File: src/design/union_find_engine_core_assert.svh
// Assertion macros used by the union-find engine controller.
// Each macro expects i_clk and i_rst_n in the scope where it is used.
`ifndef UNION_FIND_ENGINE_CORE_ASSERT_SVH
`define UNION_FIND_ENGINE_CORE_ASSERT_SVH

// A condition that must hold on every clock edge out of reset.
`define UFE_ASSERT_ALWAYS(label, cond, msg) \
    label: assert property (@(posedge i_clk) disable iff (!i_rst_n) (cond)) \
        else $error(msg);

// A condition that must hold in the same cycle as its trigger.
`define UFE_ASSERT_IMPLIES(label, ante, cons, msg) \
    label: assert property (@(posedge i_clk) disable iff (!i_rst_n) (ante) |-> (cons)) \
        else $error(msg);

`endif

File: src/design/ufe_pkg.sv
`timescale 1ns / 1ps

package ufe_pkg;

    localparam int ELEM_W           = 12;
    localparam int COUNT_W          = 13;
    localparam int KIND_W           = 2;
    localparam int MAX_ELEMENTS_DEF = 4096;
    localparam int COUNT_RESET      = 4096;

    typedef logic [KIND_W-1:0]  t_kind;
    typedef logic [ELEM_W-1:0]  t_elem;
    typedef logic [COUNT_W-1:0] t_count;

    localparam t_kind KIND_UNION = 2'd0;
    localparam t_kind KIND_TEST  = 2'd1;
    localparam t_kind KIND_FIND  = 2'd2;

    // Access control for one single-port table.
    typedef struct packed {
        logic en;
        logic we;
    } t_ram_ctl;

endpackage

File: src/design/ufe_ctrl.sv
`timescale 1ns / 1ps

module ufe_ctrl #(
    parameter int MAX_ELEMENTS = ufe_pkg::MAX_ELEMENTS_DEF
) (
    input  logic                            i_clk,
    input  logic                            i_rst_n,
    input  logic                            i_start,
    input  ufe_pkg::t_kind                  i_kind,
    input  ufe_pkg::t_elem                  i_elem_a,
    input  ufe_pkg::t_elem                  i_elem_b,
    input  logic                            i_cfg_valid,
    input  ufe_pkg::t_count                 i_cfg_count,
    output logic                            o_busy,
    output logic                            o_res_valid,
    output logic                            o_same_set,
    output ufe_pkg::t_elem                  o_root_a,
    output ufe_pkg::t_count                 o_set_count,
    output ufe_pkg::t_ram_ctl               o_par_ctl,
    output logic [$clog2(MAX_ELEMENTS)-1:0] o_par_addr,
    output ufe_pkg::t_elem                  o_par_wdata,
    input  ufe_pkg::t_elem                  i_par_rdata,
    output ufe_pkg::t_ram_ctl               o_sz_ctl,
    output logic [$clog2(MAX_ELEMENTS)-1:0] o_sz_addr,
    output ufe_pkg::t_count                 o_sz_wdata,
    input  ufe_pkg::t_count                 i_sz_rdata
);
    import ufe_pkg::*;

    localparam int ADDR_W = $clog2(MAX_ELEMENTS);
    localparam int RESET_COUNT_I = (MAX_ELEMENTS < COUNT_RESET) ? MAX_ELEMENTS : COUNT_RESET;
    localparam t_count RESET_COUNT = COUNT_W'(RESET_COUNT_I);

    typedef enum logic [3:0] {
        S_INIT,
        S_IDLE,
        S_WALK_RD,
        S_WALK,
        S_CMP_CHK,
        S_CMP_WR,
        S_SZ_A,
        S_SZ_B,
        S_LINK
    } t_state;

    t_state              r_state;
    t_count              r_count;
    t_count              r_set_cnt;
    logic [ADDR_W-1:0]   r_sweep;
    t_kind               r_kind;
    t_elem               r_elem_b;
    t_elem               r_node;
    t_elem               r_walk;
    t_elem               r_root;
    t_elem               r_root_a;
    logic                r_phase_b;
    t_count              r_size_a;
    logic                r_res_valid;
    logic                r_res_same;
    t_elem               r_res_root;

    t_kind               kind_norm;
    logic                range_bad;
    t_count              cfg_clamped;
    logic                keep_a;

    always_comb begin
        kind_norm = (i_kind == KIND_UNION || i_kind == KIND_TEST) ? i_kind : KIND_FIND;
        range_bad = ({1'b0, i_elem_a} >= r_count) ||
                    (kind_norm != KIND_FIND && {1'b0, i_elem_b} >= r_count);
        if (i_cfg_count == '0) begin
            cfg_clamped = COUNT_W'(1);
        end else if (32'(i_cfg_count) > 32'(MAX_ELEMENTS)) begin
            cfg_clamped = COUNT_W'(MAX_ELEMENTS);
        end else begin
            cfg_clamped = i_cfg_count;
        end
        // Ties keep the first root on top.
        keep_a = (r_size_a >= i_sz_rdata);
    end

    // Table requests for the current step.
    always_comb begin
        o_par_ctl   = '0;
        o_par_addr  = ADDR_W'(r_node);
        o_par_wdata = r_root;
        o_sz_ctl    = '0;
        o_sz_addr   = ADDR_W'(r_root_a);
        o_sz_wdata  = COUNT_W'(1);
        case (r_state)
            S_INIT: begin
                o_par_ctl   = '{en: 1'b1, we: 1'b1};
                o_par_addr  = r_sweep;
                o_par_wdata = ELEM_W'(r_sweep);
                o_sz_ctl    = '{en: 1'b1, we: 1'b1};
                o_sz_addr   = r_sweep;
            end
            S_WALK_RD: begin
                o_par_ctl  = '{en: 1'b1, we: 1'b0};
                o_par_addr = ADDR_W'(r_node);
            end
            S_WALK: begin
                if (i_par_rdata != r_node) begin
                    o_par_ctl  = '{en: 1'b1, we: 1'b0};
                    o_par_addr = ADDR_W'(i_par_rdata);
                end
            end
            S_CMP_CHK: begin
                if (r_walk != r_root) begin
                    o_par_ctl  = '{en: 1'b1, we: 1'b0};
                    o_par_addr = ADDR_W'(r_walk);
                end
            end
            S_CMP_WR: begin
                o_par_ctl   = '{en: 1'b1, we: 1'b1};
                o_par_addr  = ADDR_W'(r_walk);
                o_par_wdata = r_root;
            end
            S_SZ_A: begin
                o_sz_ctl  = '{en: 1'b1, we: 1'b0};
                o_sz_addr = ADDR_W'(r_root_a);
            end
            S_SZ_B: begin
                o_sz_ctl  = '{en: 1'b1, we: 1'b0};
                o_sz_addr = ADDR_W'(r_root);
            end
            S_LINK: begin
                o_par_ctl   = '{en: 1'b1, we: 1'b1};
                o_par_addr  = keep_a ? ADDR_W'(r_root) : ADDR_W'(r_root_a);
                o_par_wdata = keep_a ? r_root_a : r_root;
                o_sz_ctl    = '{en: 1'b1, we: 1'b1};
                o_sz_addr   = keep_a ? ADDR_W'(r_root_a) : ADDR_W'(r_root);
                o_sz_wdata  = r_size_a + i_sz_rdata;
            end
            default: begin
            end
        endcase
    end

    always_ff @(posedge i_clk) begin
        if (!i_rst_n) begin
            r_state     <= S_INIT;
            r_count     <= RESET_COUNT;
            r_set_cnt   <= RESET_COUNT;
            r_sweep     <= '0;
            r_res_valid <= 1'b0;
        end else begin
            r_res_valid <= 1'b0;
            if (i_cfg_valid) begin
                r_count   <= cfg_clamped;
                r_set_cnt <= cfg_clamped;
                r_sweep   <= '0;
                r_state   <= S_INIT;
            end else begin
                case (r_state)
                    S_INIT: begin
                        r_sweep <= r_sweep + 1'b1;
                        if (r_sweep == ADDR_W'(r_count - 1'b1)) begin
                            r_state <= S_IDLE;
                        end
                    end
                    S_IDLE: begin
                        if (i_start) begin
                            if (range_bad) begin
                                r_res_valid <= 1'b1;
                                r_res_same  <= 1'b0;
                                r_res_root  <= i_elem_a;
                            end else begin
                                r_kind    <= kind_norm;
                                r_elem_b  <= i_elem_b;
                                r_node    <= i_elem_a;
                                r_walk    <= i_elem_a;
                                r_phase_b <= 1'b0;
                                r_state   <= S_WALK_RD;
                            end
                        end
                    end
                    S_WALK_RD: begin
                        r_state <= S_WALK;
                    end
                    S_WALK: begin
                        if (i_par_rdata == r_node) begin
                            r_root  <= r_node;
                            r_state <= S_CMP_CHK;
                        end else begin
                            r_node <= i_par_rdata;
                        end
                    end
                    S_CMP_CHK: begin
                        if (r_walk != r_root) begin
                            r_state <= S_CMP_WR;
                        end else if (r_kind == KIND_FIND) begin
                            r_res_valid <= 1'b1;
                            r_res_same  <= 1'b0;
                            r_res_root  <= r_root;
                            r_state     <= S_IDLE;
                        end else if (!r_phase_b) begin
                            r_root_a  <= r_root;
                            r_phase_b <= 1'b1;
                            r_node    <= r_elem_b;
                            r_walk    <= r_elem_b;
                            r_state   <= S_WALK_RD;
                        end else if (r_root_a == r_root) begin
                            r_res_valid <= 1'b1;
                            r_res_same  <= 1'b1;
                            r_res_root  <= r_root_a;
                            r_state     <= S_IDLE;
                        end else if (r_kind == KIND_UNION) begin
                            r_state <= S_SZ_A;
                        end else begin
                            r_res_valid <= 1'b1;
                            r_res_same  <= 1'b0;
                            r_res_root  <= r_root_a;
                            r_state     <= S_IDLE;
                        end
                    end
                    S_CMP_WR: begin
                        r_walk  <= i_par_rdata;
                        r_state <= S_CMP_CHK;
                    end
                    S_SZ_A: begin
                        r_state <= S_SZ_B;
                    end
                    S_SZ_B: begin
                        r_size_a <= i_sz_rdata;
                        r_state  <= S_LINK;
                    end
                    S_LINK: begin
                        r_res_valid <= 1'b1;
                        r_res_same  <= 1'b0;
                        r_res_root  <= keep_a ? r_root_a : r_root;
                        if (r_set_cnt != '0) begin
                            r_set_cnt <= r_set_cnt - 1'b1;
                        end
                        r_state <= S_IDLE;
                    end
                    default: begin
                        r_state <= S_IDLE;
                    end
                endcase
            end
        end
    end

    assign o_busy      = (r_state != S_IDLE);
    assign o_res_valid = r_res_valid;
    assign o_same_set  = r_res_same;
    assign o_root_a    = r_res_root;
    assign o_set_count = r_set_cnt;

`include "union_find_engine_core_assert.svh"

    `UFE_ASSERT_ALWAYS(a_set_cnt_bound, r_set_cnt <= r_count, "set count above element count")
    `UFE_ASSERT_IMPLIES(a_walk_in_range, r_state == S_WALK, {1'b0, r_node} < r_count, "walk left the element range")
    `UFE_ASSERT_IMPLIES(a_link_distinct, r_state == S_LINK, r_root_a != r_root, "link between equal roots")
    `UFE_ASSERT_IMPLIES(a_idle_entry, r_state == S_IDLE && $past(r_state) != S_IDLE, r_res_valid || $past(r_state) == S_INIT, "returned to idle without a result")

endmodule

File: config.mk
export PLATFORM = sky130hd
export DESIGN_NAME = ufe_ctrl
export DESIGN_NICKNAME = d
export VERILOG_FILES = /design/src/design/ufe_pkg.sv /design/src/design/ufe_ctrl.sv
export VERILOG_INCLUDE_DIRS = /design/src /design/src/design
export SDC_FILE = /design/constraint.sdc
export NUM_CORES = 1
export LEC_CHECK = 0
export BUFFER_PORTS_ARGS = -buffer_cell sky130_fd_sc_hd__buf_2
export CAP_MARGIN = 20
export CORE_MARGIN = 1.5
export CORE_UTILIZATION = 52
export DETAILED_ROUTE_END_ITERATION = 10
export GPL_TIMING_DRIVEN = 0
export PLACE_DENSITY = 0.77
export SYNTH_ARGS = -nofsm -noshare
export SYNTH_HDL_FRONTEND = slang
export SYNTH_SLANG_ARGS = --single-unit
File: constraint.sdc
create_clock -name i_clk -period 3.6 [get_ports i_clk]
set_input_delay 0.36 -clock i_clk [delete_from_list [all_inputs] [get_ports i_clk]]
set_output_delay 0.36 -clock i_clk [all_outputs]
set_load 0.01 [all_outputs]
==> After elaboration in Yosys (flattened, before gate mapping) <==
Cells that the tools add are included.
{ "totals": {"reg_bits": 132, "input_bits": 68, "out_inout_bits": 81, "elab_cells": 150} }
{ "classes": {"n_addsub": 4, "n_lt_le_gt_ge": 4, "eq_ne": 28, "mux": 65, "n_bitwise": 6, "reduce_logical": 28} }
{ "ops": {"columns": ["op", "count"], "rows": [
  ["two-way mux 12 bit", 17],
  ["case mux 12 bit (3 select lines)", 4],
  ["two-way mux 13 bit", 6],
  ["case mux 12 bit (5 select lines)", 1],
  ["== test 12 bit", 3],
  ["case mux 4 bit (8 select lines)", 1],
  [">= comparator 12 x 13 -> 1 bit", 2],
  ["!= test 12 bit", 2],
  ["case mux 12 bit (2 select lines)", 1],
  ["!= test 2 bit, second input constant", 10],
  ["two-way mux 1 bit", 18],
  ["== test 4 x 3 -> 1 bit, second input constant", 4],
  ["two-way mux 4 bit", 4],
  ["AND reduction 8 bit", 2],
  ["two-way mux 3 bit", 5],
  ["adder 13 bit", 1],
  [">= comparator 13 bit", 1],
  ["greater-than comparator 13 bit, second input constant", 1],
  ["logical NOT 13 bit", 1],
  ["nonzero test 13 bit", 1],
  ["subtractor 13 x 1 -> 13 bit, second input constant", 1],
  ["adder 12 x 1 -> 12 bit, second input constant", 1],
  ["subtractor 12 x 1 -> 12 bit, second input constant", 1],
  ["AND reduction 9 bit", 1],
  ["other kinds (28)", 46]
]} }

==> Logic depth before layout (Yosys ltp) <==
Gate-level depths: netlist of run 1.
{ "logic_depth": {"depth_word": 9, "depth_mapped": 11, "ltp_nobuf": 8} }

==> Least setup slack after synthesis of run 1 <==
Ideal clock, no wire load.
{ "synth_path": {"path_kind": "flip-flop to flip-flop", "startpoint": "register r_count[10]", "endpoint": "register r_node[0], enable pin", "setup_ns": 0.417, "t_arrival_ns": 3.041, "t_required_ns": 3.183, "path_slack_ns": 0.142, "path_stages_with_launch": 9, "n_path_buf": 0, "synth_period_minus_slack_ns": 3.458, "cell_sequence": "dfxtp_1 > inv_1 > ha_1 > a211o_1 > a211oi_1 > o21ai_0 > o21ai_0 > a31oi_1 > nor4b_1"} }
{ "synth_between": {"elab_chain_len": 5, "elab_cells_between_ends": 6, "cone_classes": "order compare (2); eq/ne (1); reduce/logical (3)"} }
{ "synth_lines": {"columns": ["element", "line", "text"], "rows": [
  ["start: declaration", "ufe_ctrl.sv:47", "t_count r_count;"],
  ["start signal: assignment", "ufe_ctrl.sv:150", "r_count <= cfg_clamped;"],
  [">= comparator 12 x 13 -> 1 bit", "ufe_ctrl.sv:70", "(kind_norm != KIND_FIND && {1'b0, i_elem_b} >= r_count);"],
  ["logical AND 1 bit", "ufe_ctrl.sv:70", null],
  ["logical OR 1 bit *", "ufe_ctrl.sv:69", "range_bad = ({1'b0, i_elem_a} >= r_count) ||"],
  ["!= test 2 bit (no line) *", null, null],
  ["AND reduction 9 bit (no line) *", null, null],
  ["end signal: assignment", "ufe_ctrl.sv:171", "r_node <= i_elem_a;"],
  ["end signal: assignment", "ufe_ctrl.sv:186", "r_node <= i_par_rdata;"],
  ["end signal: assignment", "ufe_ctrl.sv:200", "r_node <= r_elem_b;"],
  ["end: declaration", "ufe_ctrl.sv:52", "t_elem r_node;"]
]} }
Mark *: on every way between the ends. The rest lies on a longest branch, timed or not.
A chain may end at the register's enable or synchronous reset.

==> Final worst setup path of run 1 <==
{ "layout_path": {"startpoint": "register r_root[8]", "endpoint": "output port o_par_addr[4]"} }
{ "layout_between": {"elab_chain_len": 3} }
{ "layout_lines": {"columns": ["element", "line", "text"], "rows": [
  ["start: declaration", "ufe_ctrl.sv:54", "t_elem r_root;"],
  ["start signal: assignment", "ufe_ctrl.sv:183", "r_root <= r_node;"],
  ["!= test 12 bit", "ufe_ctrl.sv:109", "if (r_walk != r_root) begin"],
  ["two-way mux 12 bit", "ufe_ctrl.sv:109", null],
  ["case mux 12 bit (5 select lines)", "ufe_ctrl.sv:90", "case (r_state)"],
  ["end: declaration", "ufe_ctrl.sv:20", "output logic [$clog2(MAX_ELEMENTS)-1:0] o_par_addr,"]
]} }
No other way between the ends.

==> impl_results.md, run 1 <==
- Routed met2 length: 13,000 um
- Die Y: between 100 and 150 um
- Internal power: 2.78 mW
- Post-synth ARST share: 0
- Clk_lat worst skew: 0.43 ns
- Max Freq: 278 MHz
- Fill count: approximately 1,500
- Post-route insts no fill: ~1,400
- Routed length on met1: between 10,000 and 15,000 um
- Syn. warnings: 0
- Area of the multi-input gates: 5140 sq um
- RSZ-0062 raised after global routing: yes
- I/O pin cnt: 149
- Largest net degree at the start of global routing: 17
- Most used flip-flop cell after synthesis: edfxtp_1
- Ratio of total power to cell area: 344 nW/um^2
- TritonRoute pass-1 iters: 5
- Total gr overflow: 0
- Critical path launch point type: flip-flop
- Critical path data required time: 3.24 ns
- Total track usage: 0.315
- Port Buffer Count: around 150
- Core outline area: 17,100 sq um
- Layout cells sized above 1: 0.215
- Final wirelength: ~29,000 um
- Vias in the first global route: 7,989
- Critical Path AT: 3.23 ns
- Cts bufs inserted: 17
- Sw frac: 0.261
- Max Buffers Root-to-Sink: 2
- Sum Neg Setup Slack: 0 ns
- P_sw: around 0.98 mW
- Root Buffer: clkbuf_16
- Layout Area Growth over Synthesis: 21.2%
- Clock power share: 0.451
- Worst-path clk slew: 0.06 ns
- Most frequent cells in the layout: 155 x buf_2, 89 x edfxtp_1, 69 x nor2_1, 68 x nand2_1, 57 x inv_1
- Max_cap viols: 0
- P_leak: 4.69 nW
- Final worst slack: approximately 0.0089 ns
- Seq pwr share: 0.438
- Post-Syn Area per Cell: 9.37 sq um
- Worst slack, placed: -0.188 ns
- Initial DRC Count: 1,130
- Hpwl dp: 21,800 um
- Nets@finish: 1,265
- WL per Instance: 20.7 um
- CTS tree: built
- Area share of the largest cell type after synthesis: 0.296
- Clock Skew: 0.0131 ns
- GP Congestion: 0.953
- TritonCTS Sinks: between 100 and 150
- Seq cells post-synth: about 130
- Critical Path Sink Type: primary output
- H-tree Lvls: 4
- Crit path time final: around 3.6 ns
- Final setup fails: 0
- Combinational group share of total power: 0.111
- Global-route wire length before repair: 43,500 um
- Netlist Area Pre-Place: 9040 sq um
- Final routed DRC violation total: 0
- Hold Vio Cnt, Final: 0
- Max-slew headroom: 0.430
- Post-layout power: 3.77 mW
- Critical path type: reg -> out
- Number of inserted diodes: 0
- Post-route ant nets: 0
- Hold crit path type: in -> reg
- DR WL met3: 3040 um
- Status: complete, no violations
- Synth area leader: edfxtp_1
- Die area: around 18,000 sq um
- VDD IR max: 0.408 mV
- FF+latch area: 3530 sq um
- Routed vias: ~9,000
- Actual slew at the worst max-slew pin: 0.854 ns
- Syn nets: 1,086
- Netlist cell types: 75
- Commonest non-fill, non-tap cell in the layout: buf_2
- Rows: 48
- Top cells by area, synth: edfxtp_1 30%, dfxtp_1 9.5%, ha_1 7.2%, a221o_1 5.1%, xor2_1 4.1%
- Final number of max-transition violations: 0
- Critical path peak fanout: 6
- Vias per cell: 6.34
- Top sig layer: met4
- Post-synth EDFFs: slightly below 90
- Post-Synthesis Cells: 965
- Die extent in x: 135 um
- Seq/Total Area, Yosys: 0.391
- Final core occ: 0.640
- Dpl cells: 1,343
- Final worst-path cycle share: 0.998
- Initial antenna violation count: 0
- Initial Utilization: 0.528
-- cell families (layout without fill, tap and decap cells) --
family / Yosys count / count (layout) / synth area share
flops: 132 / 132 / 0.391
buf+inv: 126 / 318 / 0.0552
compound gates: 269 / 269 / 0.221
simple gates: 297 / 297 / 0.170
xor+xnor: 70 / 70 / 0.0687
fa+ha+maj: 53 / 53 / 0.0742
mux: 18 / 18 / 0.0203
-- power by group through the flow --
stage,Clock (mW),Sequential (mW),Combinational (mW)
after floorplan,0,1.68,0.245
after global placement,0,1.68,0.387
after detailed placement,0,1.68,0.397
after CTS,1.70,1.65,0.407
after global routing,1.78,1.65,0.459
final,1.70,1.65,0.418
-- per-stage QoR --
stage / instance area, sq um / hold slack [ns]
after CTS: 10800 / 0.115
after global placement: 10100 / 0.424
after detailed placement: 10100 / 0.431
final: 11000 / 0.120
after global routing: 11000 / 0.111
after floorplan: 9040 / 0.421
-- cell usage after synthesis (16+ instances only) --
cell type / count
a21oi_1: 52
a221o_1: 46
and2_1: 16
and3_1: 21
clkbuf_1: 50
dfxtp_1: 43
edfxtp_1: 89
ha_1: 52
inv_1: 57
nand2_1: 69
nor2_1: 69
nor3_1: 17
nor4_1: 29
o211ai_1: 21
o21ai_0: 44
xnor2_1: 27
xor2_1: 42
-- sequential cells by signal (all words and copies together) (netlist names) --
register,count
o_res_valid,1
r_state,4
o_same_set,1
r_phase_b,1
r_sweep,12
r_size_a,13
r_root,12
r_kind,2
r_count,13
r_root_a,12
r_walk,12
r_elem_b,12
o_root_a,12
r_node,12
o_set_count,13
-- area by class of cell --
cell class                 instances  area share
timing repair buffer             167      0.0836
clock buffer                      19      0.0405
buffer                            59      0.0271
inverter                          60      0.0206
tap                              225      0.0257
multi-input combinational        707       0.469
clock inverter                    13      0.0111
sequential                       132       0.322
-- critical path, cell delays in order (launching register included) --
cell and delay (ns):
edfxtp_1 0.41, buf_6 0.16, xor2_2 0.18, nor4_4 0.31
or3b_1 0.39, buf_6 0.14, o21a_4 0.23, clkbuf_16 0.16
a221o_1 0.35, a2111o_1 0.32, buf_2 0.15
-- path summary, 6_finish.rpt --
check                           slack (ns)       endpoint  depth (start not counted)   startpoint
worst min-delay path                  0.12    r_elem_b[0]                          1  i_elem_b[0]
worst max register to register        0.31    o_root_a[5]                          9   r_state[2]
worst min register to register        0.45    r_root_a[1]                          0    r_root[1]
worst max-delay path                 0.009  o_par_addr[4]                         10    r_root[8]
-- metal layers --
| layer | vias up | global-route usage |
|---|---|---|
| li1 | 3992 | - |
| met1 | 4166 | 0.425 |
| met2 | 535 | 0.494 |
| met3 | 66 | 0.0743 |
| met4 | 0 | 0.119 |
| met5 | - | 0 |
-- timing repair --
| action | CTS | global route |
|---|---|---|
| pin swaps | 8 | 17 |
| gates resized for setup | 26 | 17 |
| endpoints found under the setup margin | 40 | 53 |
| setup buffers | 5 | 8 |
| gates cloned | 0 | 1 |
| hold buffers | 0 | 0 |
| endpoints found under the hold margin | 0 | 0 |
Power figures use the tool's default switching activity.
==> run 2: changes to the inputs <==
--- a/config.mk
+++ b/config.mk
@@ -13,6 +13,7 @@
 export DETAILED_ROUTE_END_ITERATION = 10
 export GPL_TIMING_DRIVEN = 0
 export PLACE_DENSITY = 0.77
+export SETUP_SLACK_MARGIN = 0.4
 export SYNTH_ARGS = -nofsm -noshare
 export SYNTH_HDL_FRONTEND = slang
 export SYNTH_SLANG_ARGS = --single-unit
==> impl_results.md, run 2 (same netlist as run 1, synthesis figures left out) <==
- Clk_lat worst skew: 0.43 ns (about the same)
- Crit path time final: 3.62 ns (+0.0304 ns)
- Initial DRC Count: 1,243 (+10%)
- H-tree Lvls: 4 (unchanged)
- Total track usage: 0.321 (+0.00629)
- Die extent in x: 135 um (unchanged)
- Failing checks: negative setup slack
- Final worst-path cycle share: 1.01 (+0.00843)
- Hold-fix buffers, CTS: 0 (unchanged)
- Critical Path AT: 3.26 ns (+0.03 ns)
- Die area: 18,200 sq um (unchanged)
- RSZ-0062 raised after global routing: yes
- Initial antenna violation count: 0 (unchanged)
- Routed vias: 9,030 (+3.1%)
- Vias per cell: 6.39 (+0.76%)
- Max Buffers Root-to-Sink: 2 (unchanged)
- Global-route wire length before repair: 44,700 um (+2.7%)
- CTS tree: built
- Max-slew headroom: 0.407 (-0.0224)
- Root Buffer: clkbuf_16
- Final number of max-transition violations: 0 (unchanged)
- Critical path type: reg -> out
- WL per Instance: 21.3 um (+2.9%)
- Commonest non-fill, non-tap cell in the layout: buf_2
- Total gr overflow: 0 (unchanged)
- Final worst slack: -0.0215 ns (-0.0304 ns)
- Layout cells sized above 1: 0.256 (+0.0405)
- Final routed DRC violation total: 0 (unchanged)
- Worst-path clk slew: 0.06 ns (about the same)
- I/O pin cnt: 149 (unchanged)
- Largest net degree at the start of global routing: 17 (unchanged)
- TritonRoute pass-1 iters: 7 (+2)
- Final wirelength: 30,200 um (+5.3%)
- Post-layout power: 3.78 mW (+0.21%)
- Final core occ: 0.667 (+0.0265)
- P_leak: 4.88 nW (+4.1%)
- Most frequent cells in the layout: 152 x buf_2, 89 x edfxtp_1, 68 x nand2_1, 68 x nor2_1, 57 x inv_1
- Layout Area Growth over Synthesis: 26.2%
- Number of inserted diodes: 0 (unchanged)
- Max Freq: 276 MHz (-0.84%)
- GP Congestion: 0.925 (-3.0%)
- Max_cap viols: 0 (unchanged)
- Hold slack: 0.119 ns (-0.000776 ns)
- Rows: 48 (unchanged)
- Hpwl dp: 22,000 um (+1.1%)
- Critical path peak fanout: 5 (-1)
- Hold crit path type: in -> reg
- Actual slew at the worst max-slew pin: 0.882 ns (+0.0281 ns)
- Critical path data required time: 3.24 ns (about the same)
- Initial Utilization: 0.528 (unchanged)
- Critical Path Sink Type: primary output
- Cts bufs inserted: 17 (unchanged)
- Die Y: 135 um (unchanged)
- Hold Vio Cnt, Final: 0 (unchanged)
- TritonCTS Sinks: 132 (unchanged)
- VDD IR max: 0.345 mV (-16%)
- Port Buffer Count: 148 (unchanged)
- Ratio of total power to cell area: 331 nW/um^2 (-3.8%)
- Nets@finish: 1,297 (+2.5%)
- Critical path launch point type: flip-flop
- Vias in the first global route: 8,050 (+0.76%)
- Post-route ant nets: 0 (unchanged)
- Status: finished, violations left
- Core outline area: 17,100 sq um (unchanged)
- Sum Neg Setup Slack: -0.0584 ns (-0.0584 ns)
- Final setup fails: 5 (+5)
- Clock Skew: 0.00966 ns (-0.00346 ns)
[run 2: changes by cell type in the layout (fill, tap and decap cells not counted), moves of 4 or more]
cell and change:
inv_6 -5, buf_4 +13, buf_6 +10, ha_1 -4
clkbuf_2 +8
[run 2: stage by stage]
step / cells / cell area (sq um) / worst slack [ns]
detailed placement: 1344 / 10100 / -0.137
finish: 1414 / 11400 / -0.0215
CTS: 1394 / 11000 / 0.0384
global placement: 1338 / 10100 / -0.686
global route: 1414 / 11400 / -0.142
floorplan: 965 / 9050 / 0.513
[run 2: layout make-up]
cell class | instances | area, sq um
Buffer | 66 | 365
Clock buffer | 21 | 460
Tap cell | 225 | 282
Fill cell | 1422 | 5700
Sequential cell | 132 | 3530
Multi-Input combinational cell | 708 | 5270
Clock inverter | 11 | 104
Timing Repair Buffer | 191 | 1180
Inverter | 60 | 225
[run 2: worst max-delay path, cell delays in order (launching register included)]
cell	delay, ns
edfxtp_1	0.40
clkbuf_8	0.16
xor2_1	0.17
nor4_2	0.22
buf_4	0.17
or3b_4	0.38
buf_6	0.13
o21a_4	0.22
buf_8	0.14
a221o_1	0.36
a2111o_1	0.33
buf_2	0.16
[run 2: per-layer routing]
layer	GRT usage	up-vias	share of wire
li1	-	4059	-
met1	0.448	4332	0.41
met4	0.115	0	0.029
met3	0.0511	73	0.099
met2	0.509	566	0.46
met5	0	-	0
[run 2: timing repair]
action / 4_1_cts / 5_1_grt
pin swaps: 25 / 34
buffers inserted: 17 / 16
endpoints found under the setup margin: 91 / 90
cloned: 1 / 4
gates resized for setup: 50 / 54
[run 2: final timing paths]
check / startpoint / to / slack, ns / depth (start not counted)
worst min register to register: r_root[0] / r_root_a[0] / 0.45 / 0
worst max register to register: r_root[4] / r_node[2] / 0.48 / 13
worst max-delay path: r_root[4] / o_par_addr[10] / -0.02 / 11
worst min-delay path: i_elem_b[0] / r_elem_b[0] / 0.12 / 1
[run 2: report_power, final]
group	total (mW)	switching (mW)	internal, mW
registers	1.65	0.0245	1.63
logic	0.436	0.253	0.184
clock network	1.69	0.699	0.988
total	3.78	0.976	2.80
